<file path="config.mk">
export PLATFORM = sky130hd
export DESIGN_NAME = maxpool_2x2_stream_top
export DESIGN_NICKNAME = d
export VERILOG_FILES = /design/src/hdl/maxp_pkg.sv /design/src/hdl/maxp_ram.sv /design/src/hdl/maxp_queue.sv /design/src/hdl/maxp_front.sv /design/src/hdl/maxp_back.sv /design/src/hdl/maxpool_2x2_stream_top.sv
export SDC_FILE = /design/constraint.sdc
export NUM_CORES = 2
export LEC_CHECK = 0
export BUFFER_PORTS_ARGS = -buffer_cell sky130_fd_sc_hd__buf_2
export CAP_MARGIN = 30
export CORE_MARGIN = 3
export CORE_UTILIZATION = 40
export DETAILED_ROUTE_END_ITERATION = 10
export HOLD_SLACK_MARGIN = 0.15
export SYNTH_ARGS = -nofsm -noshare
export SYNTH_HDL_FRONTEND = slang
export SYNTH_HIERARCHICAL = 1
export SYNTH_SLANG_ARGS = --single-unit
</file>
<file path="constraint.sdc">
create_clock -name aclk -period 5.25 [get_ports aclk]
set_input_delay 0.7875 -clock aclk [delete_from_list [all_inputs] [get_ports aclk]]
set_output_delay 0.7875 -clock aclk [all_outputs]
set_load 0.05 [all_outputs]
</file>
<file path="src/hdl/maxp_pkg.sv">
// ----------------------------------------------------------------------------
// maxp_pkg
// Shared types and constants of the 2x2 max pooling stream block.
// ----------------------------------------------------------------------------
package maxp_pkg;

    // Width of the sample and pooled value fields on the stream ports.
    localparam int SAMPLE_W = 32;

    // Configuration port geometry.
    localparam int CFG_W     = 7;
    localparam int CFG_IDX_W = 1;

    // Configuration register indexes.
    localparam logic [CFG_IDX_W-1:0] REG_CHANNEL_COUNT = 1'd0;
    localparam logic [CFG_IDX_W-1:0] REG_OUT_DIM       = 1'd1;

    // Register values after reset.
    localparam logic [CFG_W-1:0] RESET_CHANNEL_COUNT = 7'd6;
    localparam logic [CFG_W-1:0] RESET_OUT_DIM       = 7'd14;

    // Channel counter.
    localparam int MAX_CHANNELS = 64;
    localparam int CH_W         = 6;

    // Queue between the front and the back.
    localparam int QUEUE_DEPTH = 4;
    localparam int QUEUE_PTR_W = 2;
    localparam int QUEUE_CNT_W = 3;

    // Classification of one sample, made by the front and used by the back.
    typedef struct packed {
        logic col_odd;   // right sample of a horizontal pair
        logic row_odd;   // bottom row of a window
        logic map_last;  // completes the last window of the last channel
    } item_ctrl_t;

endpackage

</file>
<file path="src/hdl/maxp_ram.sv">
// ----------------------------------------------------------------------------
// maxp_ram
// Generic simple dual-port RAM: one write port, one read port, registered read.
// ----------------------------------------------------------------------------
module maxp_ram #(
    parameter int WIDTH = 32,
    parameter int DEPTH = 64
) (
    input  logic                                 aclk,
    input  logic                                 wr_en,
    input  logic [((DEPTH > 1) ? $clog2(DEPTH) : 1)-1:0] wr_addr,
    input  logic [WIDTH-1:0]                     wr_data,
    input  logic                                 rd_en,
    input  logic [((DEPTH > 1) ? $clog2(DEPTH) : 1)-1:0] rd_addr,
    output logic [WIDTH-1:0]                     rd_data
);

    logic [WIDTH-1:0] mem [DEPTH];
    logic [WIDTH-1:0] rd_data_reg;

    // Write port.
    always_ff @(posedge aclk) begin
        if (wr_en) begin
            mem[wr_addr] <= wr_data;
        end
    end

    // Read port; the data register holds while no read is issued.
    always_ff @(posedge aclk) begin
        if (rd_en) begin
            rd_data_reg <= mem[rd_addr];
        end
    end

    assign rd_data = rd_data_reg;

endmodule

</file>
<file path="src/hdl/maxp_queue.sv">
// ----------------------------------------------------------------------------
// maxp_queue
// Short register queue that decouples the classifying front from the back.
// ----------------------------------------------------------------------------
module maxp_queue #(
    parameter int WIDTH = 40
) (
    input  logic                             aclk,
    input  logic                             aresetn,
    input  logic                             push,
    input  logic [WIDTH-1:0]                 push_data,
    output logic                             push_ready,
    input  logic                             pop,
    output logic                             pop_valid,
    output logic [WIDTH-1:0]                 pop_data,
    output logic [maxp_pkg::QUEUE_CNT_W-1:0] fill
);

    logic [WIDTH-1:0]                 slot_reg [maxp_pkg::QUEUE_DEPTH];
    logic [maxp_pkg::QUEUE_PTR_W-1:0] wr_ptr_reg, wr_ptr_next;
    logic [maxp_pkg::QUEUE_PTR_W-1:0] rd_ptr_reg, rd_ptr_next;
    logic [maxp_pkg::QUEUE_CNT_W-1:0] count_reg, count_next;

    assign push_ready = (count_reg != maxp_pkg::QUEUE_CNT_W'(maxp_pkg::QUEUE_DEPTH));
    assign pop_valid  = (count_reg != '0);
    assign pop_data   = slot_reg[rd_ptr_reg];
    assign fill       = count_reg;

    // Pointer and fill count update.
    always_comb begin
        wr_ptr_next = wr_ptr_reg;
        rd_ptr_next = rd_ptr_reg;
        count_next  = count_reg;
        if (push) begin
            wr_ptr_next = wr_ptr_reg + 1'b1;
        end
        if (pop) begin
            rd_ptr_next = rd_ptr_reg + 1'b1;
        end
        if (push && !pop) begin
            count_next = count_reg + 1'b1;
        end else if (pop && !push) begin
            count_next = count_reg - 1'b1;
        end
    end

    always_ff @(posedge aclk) begin
        if (!aresetn) begin
            wr_ptr_reg <= '0;
            rd_ptr_reg <= '0;
            count_reg  <= '0;
        end else begin
            wr_ptr_reg <= wr_ptr_next;
            rd_ptr_reg <= rd_ptr_next;
            count_reg  <= count_next;
        end
    end

    // Entry storage.
    always_ff @(posedge aclk) begin
        if (push) begin
            slot_reg[wr_ptr_reg] <= push_data;
        end
    end

endmodule

</file>
<file path="src/hdl/maxp_front.sv">
// ----------------------------------------------------------------------------
// maxp_front
// Accepts samples, tracks column, row and channel position and tags each
// sample with its place in the 2x2 window grid. Holds the configuration.
// ----------------------------------------------------------------------------
module maxp_front #(
    parameter int MAX_OUT_DIM = 64,
    parameter int VAL_W       = 32
) (
    input  logic                              aclk,
    input  logic                              aresetn,
    input  logic                              cfg_wr_en,
    input  logic [maxp_pkg::CFG_IDX_W-1:0]    cfg_index,
    input  logic [maxp_pkg::CFG_W-1:0]        cfg_wdata,
    input  logic                              in_valid,
    input  logic [maxp_pkg::SAMPLE_W-1:0]     in_data,
    input  logic                              queue_ready,
    output logic                              push,
    output logic signed [VAL_W-1:0]           push_sample,
    output logic [((MAX_OUT_DIM > 1) ? $clog2(MAX_OUT_DIM) : 1)-1:0] push_slot,
    output maxp_pkg::item_ctrl_t              push_ctrl
);

    localparam int COL_W  = $clog2(2 * MAX_OUT_DIM);
    localparam int SLOT_W = (MAX_OUT_DIM > 1) ? $clog2(MAX_OUT_DIM) : 1;

    // Last column index of a row (2*dim - 1) with the dimension clamped.
    function automatic logic [COL_W-1:0] span_last(input logic [maxp_pkg::CFG_W-1:0] v);
        logic [maxp_pkg::CFG_W-1:0] d;
        logic [maxp_pkg::CFG_W+1:0] s;
        d = v;
        if (v == '0) begin
            d = maxp_pkg::CFG_W'(1);
        end else if (int'(v) > MAX_OUT_DIM) begin
            d = maxp_pkg::CFG_W'(MAX_OUT_DIM);
        end
        s = {1'b0, d, 1'b0} - 1'b1;
        return COL_W'(s);
    endfunction

    // Last channel index with the channel count clamped.
    function automatic logic [maxp_pkg::CH_W-1:0] chan_last(
        input logic [maxp_pkg::CFG_W-1:0] v
    );
        logic [maxp_pkg::CFG_W-1:0] c;
        c = v;
        if (v == '0) begin
            c = maxp_pkg::CFG_W'(1);
        end else if (int'(v) > maxp_pkg::MAX_CHANNELS) begin
            c = maxp_pkg::CFG_W'(maxp_pkg::MAX_CHANNELS);
        end
        return maxp_pkg::CH_W'(c - 1'b1);
    endfunction

    logic [COL_W-1:0]          col_last_reg, col_last_next;
    logic [maxp_pkg::CH_W-1:0] ch_last_reg, ch_last_next;
    logic [COL_W-1:0]          col_reg, col_next;
    logic [COL_W-1:0]          row_reg, row_next;
    logic [maxp_pkg::CH_W-1:0] ch_reg, ch_next;
    logic                      restart;
    logic                      last_col, last_row, last_ch;

    assign push     = in_valid && queue_ready;
    assign last_col = (col_reg == col_last_reg);
    assign last_row = (row_reg == col_last_reg);
    assign last_ch  = (ch_reg == ch_last_reg);

    // Classification of the current sample.
    assign push_sample        = in_data[VAL_W-1:0];
    assign push_slot          = SLOT_W'(col_reg >> 1);
    assign push_ctrl.col_odd  = col_reg[0];
    assign push_ctrl.row_odd  = row_reg[0];
    assign push_ctrl.map_last = last_col && last_row && last_ch;

    // Configuration writes; either register restarts the map.
    always_comb begin
        col_last_next = col_last_reg;
        ch_last_next  = ch_last_reg;
        restart       = 1'b0;
        if (cfg_wr_en) begin
            case (cfg_index)
                maxp_pkg::REG_CHANNEL_COUNT: begin
                    ch_last_next = chan_last(cfg_wdata);
                    restart      = 1'b1;
                end
                maxp_pkg::REG_OUT_DIM: begin
                    col_last_next = span_last(cfg_wdata);
                    restart       = 1'b1;
                end
                default: begin
                    restart = 1'b0;
                end
            endcase
        end
    end

    // Position counters: column, then row, then channel, wrapping after the map.
    always_comb begin
        col_next = col_reg;
        row_next = row_reg;
        ch_next  = ch_reg;
        if (restart) begin
            col_next = '0;
            row_next = '0;
            ch_next  = '0;
        end else if (push) begin
            if (!last_col) begin
                col_next = col_reg + 1'b1;
            end else begin
                col_next = '0;
                if (!last_row) begin
                    row_next = row_reg + 1'b1;
                end else begin
                    row_next = '0;
                    ch_next  = last_ch ? '0 : ch_reg + 1'b1;
                end
            end
        end
    end

    always_ff @(posedge aclk) begin
        if (!aresetn) begin
            col_last_reg <= span_last(maxp_pkg::RESET_OUT_DIM);
            ch_last_reg  <= chan_last(maxp_pkg::RESET_CHANNEL_COUNT);
            col_reg      <= '0;
            row_reg      <= '0;
            ch_reg       <= '0;
        end else begin
            col_last_reg <= col_last_next;
            ch_last_reg  <= ch_last_next;
            col_reg      <= col_next;
            row_reg      <= row_next;
            ch_reg       <= ch_next;
        end
    end

endmodule

</file>
<file path="src/hdl/maxp_back.sv">
// ----------------------------------------------------------------------------
// maxp_back
// Pops classified samples, forms horizontal pair maxima, keeps the even-row
// pair maxima in a line buffer and emits each window maximum through an
// output register.
// ----------------------------------------------------------------------------
module maxp_back #(
    parameter int MAX_OUT_DIM = 64,
    parameter int VAL_W       = 32
) (
    input  logic                              aclk,
    input  logic                              aresetn,
    input  logic                              head_valid,
    input  logic signed [VAL_W-1:0]           head_sample,
    input  logic [((MAX_OUT_DIM > 1) ? $clog2(MAX_OUT_DIM) : 1)-1:0] head_slot,
    input  maxp_pkg::item_ctrl_t              head_ctrl,
    output logic                              pop,
    output logic                              out_valid,
    input  logic                              out_ready,
    output logic [maxp_pkg::SAMPLE_W-1:0]     out_data,
    output logic                              out_last
);

    localparam int SLOT_W = (MAX_OUT_DIM > 1) ? $clog2(MAX_OUT_DIM) : 1;

    logic signed [VAL_W-1:0]       pair_reg;
    logic                          e_valid_reg;
    logic signed [VAL_W-1:0]       e_pm_reg;
    logic [SLOT_W-1:0]             e_slot_reg;
    logic                          e_row_odd_reg;
    logic                          e_last_reg;
    logic                          o_valid_reg;
    logic [maxp_pkg::SAMPLE_W-1:0] o_data_reg;
    logic                          o_last_reg;

    logic                          o_free, e_adv, e_free;
    logic signed [VAL_W-1:0]       pm;
    logic signed [VAL_W-1:0]       stored_pm;
    logic signed [VAL_W-1:0]       window_max;
    logic                          rd_en, wr_en;

    // Handshake between the stages.
    assign o_free = !o_valid_reg || out_ready;
    assign e_adv  = e_valid_reg && (!e_row_odd_reg || o_free);
    assign e_free = !e_valid_reg || e_adv;
    assign pop    = head_valid && (!head_ctrl.col_odd || e_free);

    // Pair maximum of the left sample and the right one.
    assign pm = (head_sample > pair_reg) ? head_sample : pair_reg;

    // Line buffer: read when a bottom-row pair enters, write when a top-row pair leaves.
    assign rd_en = pop && head_ctrl.col_odd && head_ctrl.row_odd;
    assign wr_en = e_adv && !e_row_odd_reg;

    maxp_ram #(
        .WIDTH (VAL_W),
        .DEPTH (MAX_OUT_DIM)
    ) u_line_buf (
        .aclk    (aclk),
        .wr_en   (wr_en),
        .wr_addr (e_slot_reg),
        .wr_data (e_pm_reg),
        .rd_en   (rd_en),
        .rd_addr (head_slot),
        .rd_data (stored_pm)
    );

    assign window_max = (stored_pm > e_pm_reg) ? stored_pm : e_pm_reg;

    // Left sample of the current pair.
    always_ff @(posedge aclk) begin
        if (!aresetn) begin
            pair_reg <= '0;
        end else if (pop && !head_ctrl.col_odd) begin
            pair_reg <= head_sample;
        end
    end

    // Execute stage holding one pair maximum.
    always_ff @(posedge aclk) begin
        if (!aresetn) begin
            e_valid_reg <= 1'b0;
        end else if (pop && head_ctrl.col_odd) begin
            e_valid_reg <= 1'b1;
        end else if (e_adv) begin
            e_valid_reg <= 1'b0;
        end
    end

    always_ff @(posedge aclk) begin
        if (pop && head_ctrl.col_odd) begin
            e_pm_reg      <= pm;
            e_slot_reg    <= head_slot;
            e_row_odd_reg <= head_ctrl.row_odd;
            e_last_reg    <= head_ctrl.map_last;
        end
    end

    // Output register.
    always_ff @(posedge aclk) begin
        if (!aresetn) begin
            o_valid_reg <= 1'b0;
        end else if (e_adv && e_row_odd_reg) begin
            o_valid_reg <= 1'b1;
        end else if (out_ready) begin
            o_valid_reg <= 1'b0;
        end
    end

    always_ff @(posedge aclk) begin
        if (e_adv && e_row_odd_reg) begin
            o_data_reg <= maxp_pkg::SAMPLE_W'(window_max);
            o_last_reg <= e_last_reg;
        end
    end

    assign out_valid = o_valid_reg;
    assign out_data  = o_data_reg;
    assign out_last  = o_last_reg;

endmodule

</file>
<file path="src/hdl/maxpool_2x2_stream_top.sv">
// ----------------------------------------------------------------------------
// maxpool_2x2_stream_top
// Streaming 2x2 max pooling with stride 2 over channel-major feature maps.
//
//   Channel   Direction  Content
//   s_axis    in         tdata = sample (signed)
//   m_axis    out        tdata = pooled_value (signed), tlast = map_last
//   cfg       in         index 0 channel_count, index 1 out_dim
//
// One sample is accepted per cycle, sustained while the output is not stalled; the line
// buffer RAM has one write and one read port, which sets that rate.
// A window maximum passes the queue, execute stage and output register.
// Reset clears counters and valid flags; the line buffer is not cleared.
// A four-word queue lets the input side keep going while the output stalls.
// ----------------------------------------------------------------------------
module maxpool_2x2_stream_top #(
    parameter int MAX_OUT_DIM = 64,
    parameter int DATA_W      = 32
) (
    input  logic                               aclk,
    input  logic                               aresetn,
    input  logic                               cfg_wr_en,
    input  logic [maxp_pkg::CFG_IDX_W-1:0]     cfg_index,
    input  logic [maxp_pkg::CFG_W-1:0]         cfg_wdata,
    input  logic                               s_axis_tvalid,
    output logic                               s_axis_tready,
    input  logic [maxp_pkg::SAMPLE_W-1:0]      s_axis_tdata,  // [31:0] sample
    output logic                               m_axis_tvalid,
    input  logic                               m_axis_tready,
    output logic [maxp_pkg::SAMPLE_W-1:0]      m_axis_tdata,  // [31:0] pooled_value
    output logic                               m_axis_tlast
);

    localparam int VAL_W  = (DATA_W < maxp_pkg::SAMPLE_W) ? DATA_W : maxp_pkg::SAMPLE_W;
    localparam int SLOT_W = (MAX_OUT_DIM > 1) ? $clog2(MAX_OUT_DIM) : 1;
    localparam int CTRL_W = $bits(maxp_pkg::item_ctrl_t);
    localparam int Q_W    = SLOT_W + VAL_W + CTRL_W;

    logic                             q_push, q_ready, q_pop, q_valid;
    logic [Q_W-1:0]                   q_in, q_out;
    logic [maxp_pkg::QUEUE_CNT_W-1:0] q_fill;
    logic signed [VAL_W-1:0]          f_sample, h_sample;
    logic [SLOT_W-1:0]                f_slot, h_slot;
    maxp_pkg::item_ctrl_t             f_ctrl, h_ctrl;

    // Front: position tracking and classification.
    maxp_front #(
        .MAX_OUT_DIM (MAX_OUT_DIM),
        .VAL_W       (VAL_W)
    ) u_front (
        .aclk        (aclk),
        .aresetn     (aresetn),
        .cfg_wr_en   (cfg_wr_en),
        .cfg_index   (cfg_index),
        .cfg_wdata   (cfg_wdata),
        .in_valid    (s_axis_tvalid),
        .in_data     (s_axis_tdata),
        .queue_ready (q_ready),
        .push        (q_push),
        .push_sample (f_sample),
        .push_slot   (f_slot),
        .push_ctrl   (f_ctrl)
    );

    assign s_axis_tready = q_ready;
    assign q_in          = {f_slot, f_sample, f_ctrl};

    // Queue between front and back.
    maxp_queue #(
        .WIDTH (Q_W)
    ) u_queue (
        .aclk       (aclk),
        .aresetn    (aresetn),
        .push       (q_push),
        .push_data  (q_in),
        .push_ready (q_ready),
        .pop        (q_pop),
        .pop_valid  (q_valid),
        .pop_data   (q_out),
        .fill       (q_fill)
    );

    assign h_slot   = q_out[Q_W-1 -: SLOT_W];
    assign h_sample = q_out[CTRL_W +: VAL_W];
    assign h_ctrl   = maxp_pkg::item_ctrl_t'(q_out[CTRL_W-1:0]);

    // Back: pair maxima, line buffer and output register.
    maxp_back #(
        .MAX_OUT_DIM (MAX_OUT_DIM),
        .VAL_W       (VAL_W)
    ) u_back (
        .aclk        (aclk),
        .aresetn     (aresetn),
        .head_valid  (q_valid),
        .head_sample (h_sample),
        .head_slot   (h_slot),
        .head_ctrl   (h_ctrl),
        .pop         (q_pop),
        .out_valid   (m_axis_tvalid),
        .out_ready   (m_axis_tready),
        .out_data    (m_axis_tdata),
        .out_last    (m_axis_tlast)
    );

`ifndef ASSERT_OFF
    // The back never pops an empty queue.
    a_no_empty_pop: assert property (@(posedge aclk) disable iff (!aresetn)
        q_pop |-> q_valid)
        else $error("queue popped while empty");

    // The fill count follows the pushes and pops of the previous cycle.
    a_fill_track: assert property (@(posedge aclk) disable iff (!aresetn)
        $past(aresetn) |->
            (q_fill == maxp_pkg::QUEUE_CNT_W'($past(q_fill) + $past(q_push)
                                              - $past(q_pop))))
        else $error("queue fill count out of step");

    // No result leaves in the cycle after reset.
    a_quiet_after_reset: assert property (@(posedge aclk)
        $past(!aresetn) |-> !m_axis_tvalid)
        else $error("output valid right after reset");
`endif

endmodule

</file>
== Word-level counts from Yosys, hierarchy flattened ==
Memories as Yosys holds them, arrays and structs flattened. A register that Yosys moved wholly into a read port is not among the register bits.
Index checks and enable logic that the tools add are counted.

* Register bits after elaboration: 147
* Bits in writable memories: 2,212
* Input bits: 45
* Output and inout port bits: 35
* Logic and storage cells: 93
* Memories: 2

* $add $sub $neg: 9
* $lt $le $gt $ge: 3
* Equal/unequal tests: 4
* Muxes and demuxes: 24
* Bitwise logic cells: 2
* Reductions and logical operators: 32

{| class="wikitable"
|+ Memories
! name !! words !! width !! read ports !! clocked after Yosys merged registers in !! wr ports !! RTL line !! source
|-
| u_back.u_line_buf.mem || 64 || 32 || 1 || 1 || 1 || maxp_ram.sv:18 || <nowiki>logic [WIDTH-1:0] mem [DEPTH];</nowiki>
|-
| u_queue.slot_reg || 4 || 41 || 1 || 1 || 1 || maxp_queue.sv:19 || <nowiki>logic [WIDTH-1:0] slot_reg [maxp_pkg::QUEUE_DEPTH];</nowiki>
|}

{| class="wikitable"
|+ Operator list
! kind !! count
|-
| 32-bit > comparator || 2
|-
| 32-bit two-way mux || 2
|-
| 6-bit two-way mux || 7
|-
| 7-bit by 1-bit adder with 7-bit output, second input constant || 2
|-
| 7-bit equality test || 2
|-
| 7-bit two-way mux || 2
|-
| 1-bit logical AND || 12
|-
| 1-bit two-way mux || 9
|-
| 7-bit > comparator, second input constant || 1
|-
| 7-bit logical NOT || 1
|-
| 7-bit by 1-bit subtractor with 7-bit output, second input constant || 1
|-
| 6-bit by 1-bit adder with 6-bit output, second input constant || 1
|-
| 6-bit equality test || 1
|-
| 1-bit logical NOT || 6
|-
| 3-bit two-way mux || 2
|-
| 2-bit AND reduction || 3
|-
| 2-bit nonzero test || 3
|-
| 6-bit by 1-bit subtractor with 6-bit output, second input constant || 1
|-
| 2-bit by 1-bit adder with 2-bit output, second input constant || 2
|-
| 1-bit logical OR || 4
|-
| 2-bit two-way mux || 2
|-
| 3-bit by 1-bit adder with 3-bit output, second input constant || 1
|-
| 3-bit inequality test, second input constant || 1
|-
| 3-bit AND reduction || 1
|-
| 4 further kinds || 5
|}

== Logic depth before layout (Yosys ltp) ==
* Word-level depth: 10
* Depth in mapped cells: 13
* Depth with buffers taken out: 10

== Cells and area by module ==
The synthesis kept the hierarchy.

{| class="wikitable"
|+ By module, submodules not included
! module !! times used !! cells each !! area each (sq um) !! sequential area each (sq um)
|-
| maxp_ram || 1 || 3,324 || 78,835.6 || 62,459.9
|-
| maxp_back || 1 || 655 || 6,530.0 || 2,872.8
|-
| maxp_queue || 1 || 259 || 6,413.7 || 5,104.9
|-
| maxp_front || 1 || 238 || 1,978.1 || 640.6
|}

== Least setup slack after synthesis ==
OpenSTA, ideal clock, no wires.

* Path type: register to register
* Start point: register u_back.e_row_odd_reg
* End point: memory u_back.u_line_buf.mem[48][0], enable pin
* Setup time: 461 ps
* Arrival: 3,259 ps
* Required time: 4,789 ps
* Path slack: 1,530 ps
* Cell stages (with the launch flop): 5
* Path buffers: 0
* Clock period less this slack: 3,720 ps
* Path through: edfxtp_1 > nor2b_1 > nor2b_1 > nand4b_1 > nor3_1

* Cells in the longest elaborated chain, start to end: 6

{| class="wikitable"
|+ Ends and longest elaborated chain
! what !! RTL line !! source
|-
| from (decl) || maxp_back.sv:30 || <nowiki>logic e_row_odd_reg;</nowiki>
|-
| from (signal assigned) || maxp_back.sv:94 || <nowiki>e_row_odd_reg <= head_ctrl.row_odd;</nowiki>
|-
| 1-bit logical NOT (*) || maxp_back.sv:44, maxp_back.sv:53 ||
|-
| 1-bit logical OR || maxp_back.sv:44 || <nowiki>assign e_adv = e_valid_reg && (!e_row_odd_reg || o_free);</nowiki>
|-
| 1-bit logical AND || maxp_back.sv:44 ||
|-
| 1-bit logical AND (*) || maxp_back.sv:53 || <nowiki>assign wr_en = e_adv && !e_row_odd_reg;</nowiki>
|-
| via u_back.wr_en || maxp_back.sv:40 || <nowiki>logic rd_en, wr_en;</nowiki>
|-
| 1-bit two-way mux (*) || maxp_ram.sv:23 || <nowiki>if (wr_en) begin</nowiki>
|-
| 1-bit two-way mux (not written as such) (*) || maxp_ram.sv:24 || <nowiki>mem[wr_addr] <= wr_data;</nowiki>
|-
| to (decl) || maxp_ram.sv:18 ||
|}

The timed path passes the listed nets; every way through them passes the cells marked *.

==> impl_results.md <==
- PwrDens: 577.5 nW/µm²
- Crit path cell chain: mux4_4 > buf_12 > mux4_2 > mux4_2 > o22ai_1 > nor2_1
- Tmin final: 4.182 ns
- Number of global-route vias before repair: 47.03k
- CTS Hold Buffers Added: 31
- R2r setup slk: 1.07 ns
- Crit-path max cell delay: 1.06 ns
- Routability cong.: 0.8823
- Post-DP HPWL: 144.0 mm
- Pin count of the biggest net entering global routing: 74
- Worst-path fanout max: 45
- Io pins: 80
- Hold Path Stages: 1
- FP Rows: 177
- Clock Root Buffer: clkbuf_16
- TritonCTS sink count: 2392
- Status: complete, no violations
- Layout cells sized above 1: 26.64%
- Via density per instance: 5.766
- Clk pwr share: 26.8%
- TritonCTS clock tree: yes
- Number of remaining DRC errors: 0
- First-pass GRT wire length: 348.0 mm
- Worst Reg-to-Reg Cells: 6
- Area Overhead vs Synth: 14.34%
- # setup viols final: 0
- Fin crit share: 79.65%
- Fillcell total: 19.51k
- Port Buffer Count: 79
- Die area: 240200 µm²
- Min-Delay Path Class: in -> reg
- Worst setup path category: reg -> reg
- Number of flip-flops under the largest register name: 2048
- Static Leak: 33.61 nW
- Dpl cell area: 99270 µm²
- Setup Fix Bufs, Post-CTS: 0
- Core Box Area: 233000 µm²
- VDD IR-drop max: 0.4716 mV
- Die H: 490.1 µm
- Mapped Cells: 4476
- Final nets: 4896
- Arrival time worst endpoint: 4.75 ns
- Initial Utilization: 40.24%
- Commonest non-fill, non-tap cell in the layout: edfxtp_1
- Fin util: 46.02%
- Initial drt markers: 5507
- Slowest cell on the critical path: mux4_4
- DP Cell Count: 7644
- Logic pwr share: 32.4%
- Max Slew Vio Count: 0
- Sequential Power Share: 40.8%
- Distinct cells, synth: 68
- Switching share of power: 33.80%
- Num CTS Buffers: 232
- Yosys reg bits: 2392
- Cell mode on critical path: mux4_2
- CTS clock-pin slew for the worst setup and hold paths: 0.06 ns
- Unrepaired setup endpoints after global routing: no
- Antenna viol nets, final: 0
- CTS max path bufs: 3
- Setup TNS: 0 ns
- Internal power: 40.98 mW
- Final instance area: 107200 µm²
- Ys Warns: 6
- Crit path launch type: register
- Via count: 46.74k
- Max-Cap Viols: 0
- Clk_lat worst skew: 0.91 ns
- Total Wirelength: 243.8 mm
- Most frequent cells in the layout: edfxtp_1, mux4_2, clkbuf_16
- GR Overflow Total: 0
- NetSw: 20.93 mW
- Initial antenna violation count: 16
- GRT Total Usage: 20.12%
- EDFF count, synth: 2317
- Slew margin rel.: 32.79%
- Worst hold path startpoint: s_axis_tdata[4]
- Synthesized cell area: 93760 µm²
- First-pass detailed-route iteration total: 8
- Syn avg cell area: 20.95 µm²
- Post-Syn Nets: 4595
- Achievable frequency: 0.2391 GHz
- Worst-Margin Slew: 1.006 ns
- Hold Path End: u_queue/slot_reg[2][7]
- Seq/Total Area, Yosys: 75.81%
- Clk_skew: 0.1031 ns
- Hold Fails Final Rpt: 0
- Drt wl/cell: 30.08 µm
- CP required: 5.82 ns
- WP buf/inv: 1
- Die width: 490.1 µm
- Top FF cell, synth: edfxtp_1
- Crit. End Element: register
- Critical path's top delay family: multiplexers
- Final Non-Filler Cells: 8106
- Htree depth: 4
- CTS resizes: 0
- RR Endpoint: u_back/u_line_buf/rd_data[21]
- Asr flop ratio synth: 0%
[Yosys cell counts, drive strengths merged, types with 13 or more instances]
library cell	count	area share [%]
nor2	189	0.76
nand3	16	0.085
and2	15	0.10
mux2	35	0.42
mux4	585	14
o221a	29	0.35
o221ai	28	0.26
nor4	33	0.22
inv	74	0.30
mux2i	95	1.0
a21boi	36	0.29
a22oi	13	0.10
clkbuf	99	0.40
buf	171	1.2
and3	15	0.10
nand2	147	0.59
nor2b	27	0.18
dfxtp	75	1.6
nor3	13	0.075
edfxtp	2317	74
a21oi	124	0.67
nand4	17	0.11
ha	73	0.97
xnor2	23	0.21
o22ai	84	0.56
[worst register-to-register path, stage by stage, from the launching register on]
cell and delay (ns):
dfxtp_2 0.60, mux4_4 1.07, buf_12 0.35, mux4_2 0.59, mux4_2 0.56, o22ai_1 0.65, nor2_1 0.12
[worst max path at each step]
| stage | endpoint | from | cells after the start |
|---|---|---|---|
| floorplan | u_back/u_line_buf/mem[48][0] | u_back/e_row_odd_reg | 4 |
| global route | u_back/e_pm_reg[15] | register | 10 |
| detailed placement | u_back/u_line_buf/rd_data[29] | register | 6 |
| global placement | u_back/e_pm_reg[6] | register | 10 |
| CTS | u_back/u_line_buf/rd_data[29] | register | 6 |
| finish | u_back/u_line_buf/rd_data[21] | register | 6 |
[layer usage]
layer  GRT usage [%]  part of all wire, %
met1           28.54                   41
met2           30.44                   46
met3           5.406                  9.6
met4           6.385                  3.3
met5               0               0.0082
[kinds of logic (layout without fill, tap and decap cells)]
logic type / count (synthesis) / count (layout) / synth area share [%]
AOI/OAI and AO/OA: 392 / 392 / 2.901
xor gates and xnor gates: 31 / 31 / 0.2896
adders and majority gates: 74 / 74 / 0.9955
buffers and inverters: 344 / 835 / 1.862
DFF: 2392 / 2392 / 75.81
muxes: 715 / 715 / 15.49
other: 0 / 7 / 0
and+or+nand+nor: 528 / 528 / 2.650
[layout make-up]
| type | count | area (µm²) | area share (%) |
|---|---|---|---|
| clock buffers | 278 | 5998 | 5.595 |
| inverters | 74 | 277.8 | 0.2591 |
| flip-flops and latches | 2392 | 71080 | 66.30 |
| diodes | 7 | 17.52 | 0.01634 |
| clock inverters | 146 | 1609 | 1.501 |
| repair buffers | 337 | 2835 | 2.645 |
| well taps | 3132 | 3919 | 3.655 |
| multi-input cells | 1740 | 21470 | 20.03 |
[stage by stage]
step	hold slack [ns]	total power [mW]	setup WS, ns
after global routing	0.1856	64.29	0.8255
after CTS	0.1594	62.24	1.025
after global placement	0.4074	45.37	0.9985
final	0.2339	61.91	1.068
after floorplan	0.4003	37.59	1.530
after detailed placement	0.4131	45.68	1.007
[power groups by stage]
stage	clock [mW]	combinational, mW	sequential, mW
4_1_cts	16.9	20.1	25.2
6_report	16.6	20.1	25.3
3_3_place_gp	0	19.7	25.6
5_1_grt	17.7	21.3	25.3
3_5_place_dp	0	20.0	25.6
2_1_floorplan	0	11.0	26.6
Power figures use the tool's default switching activity.
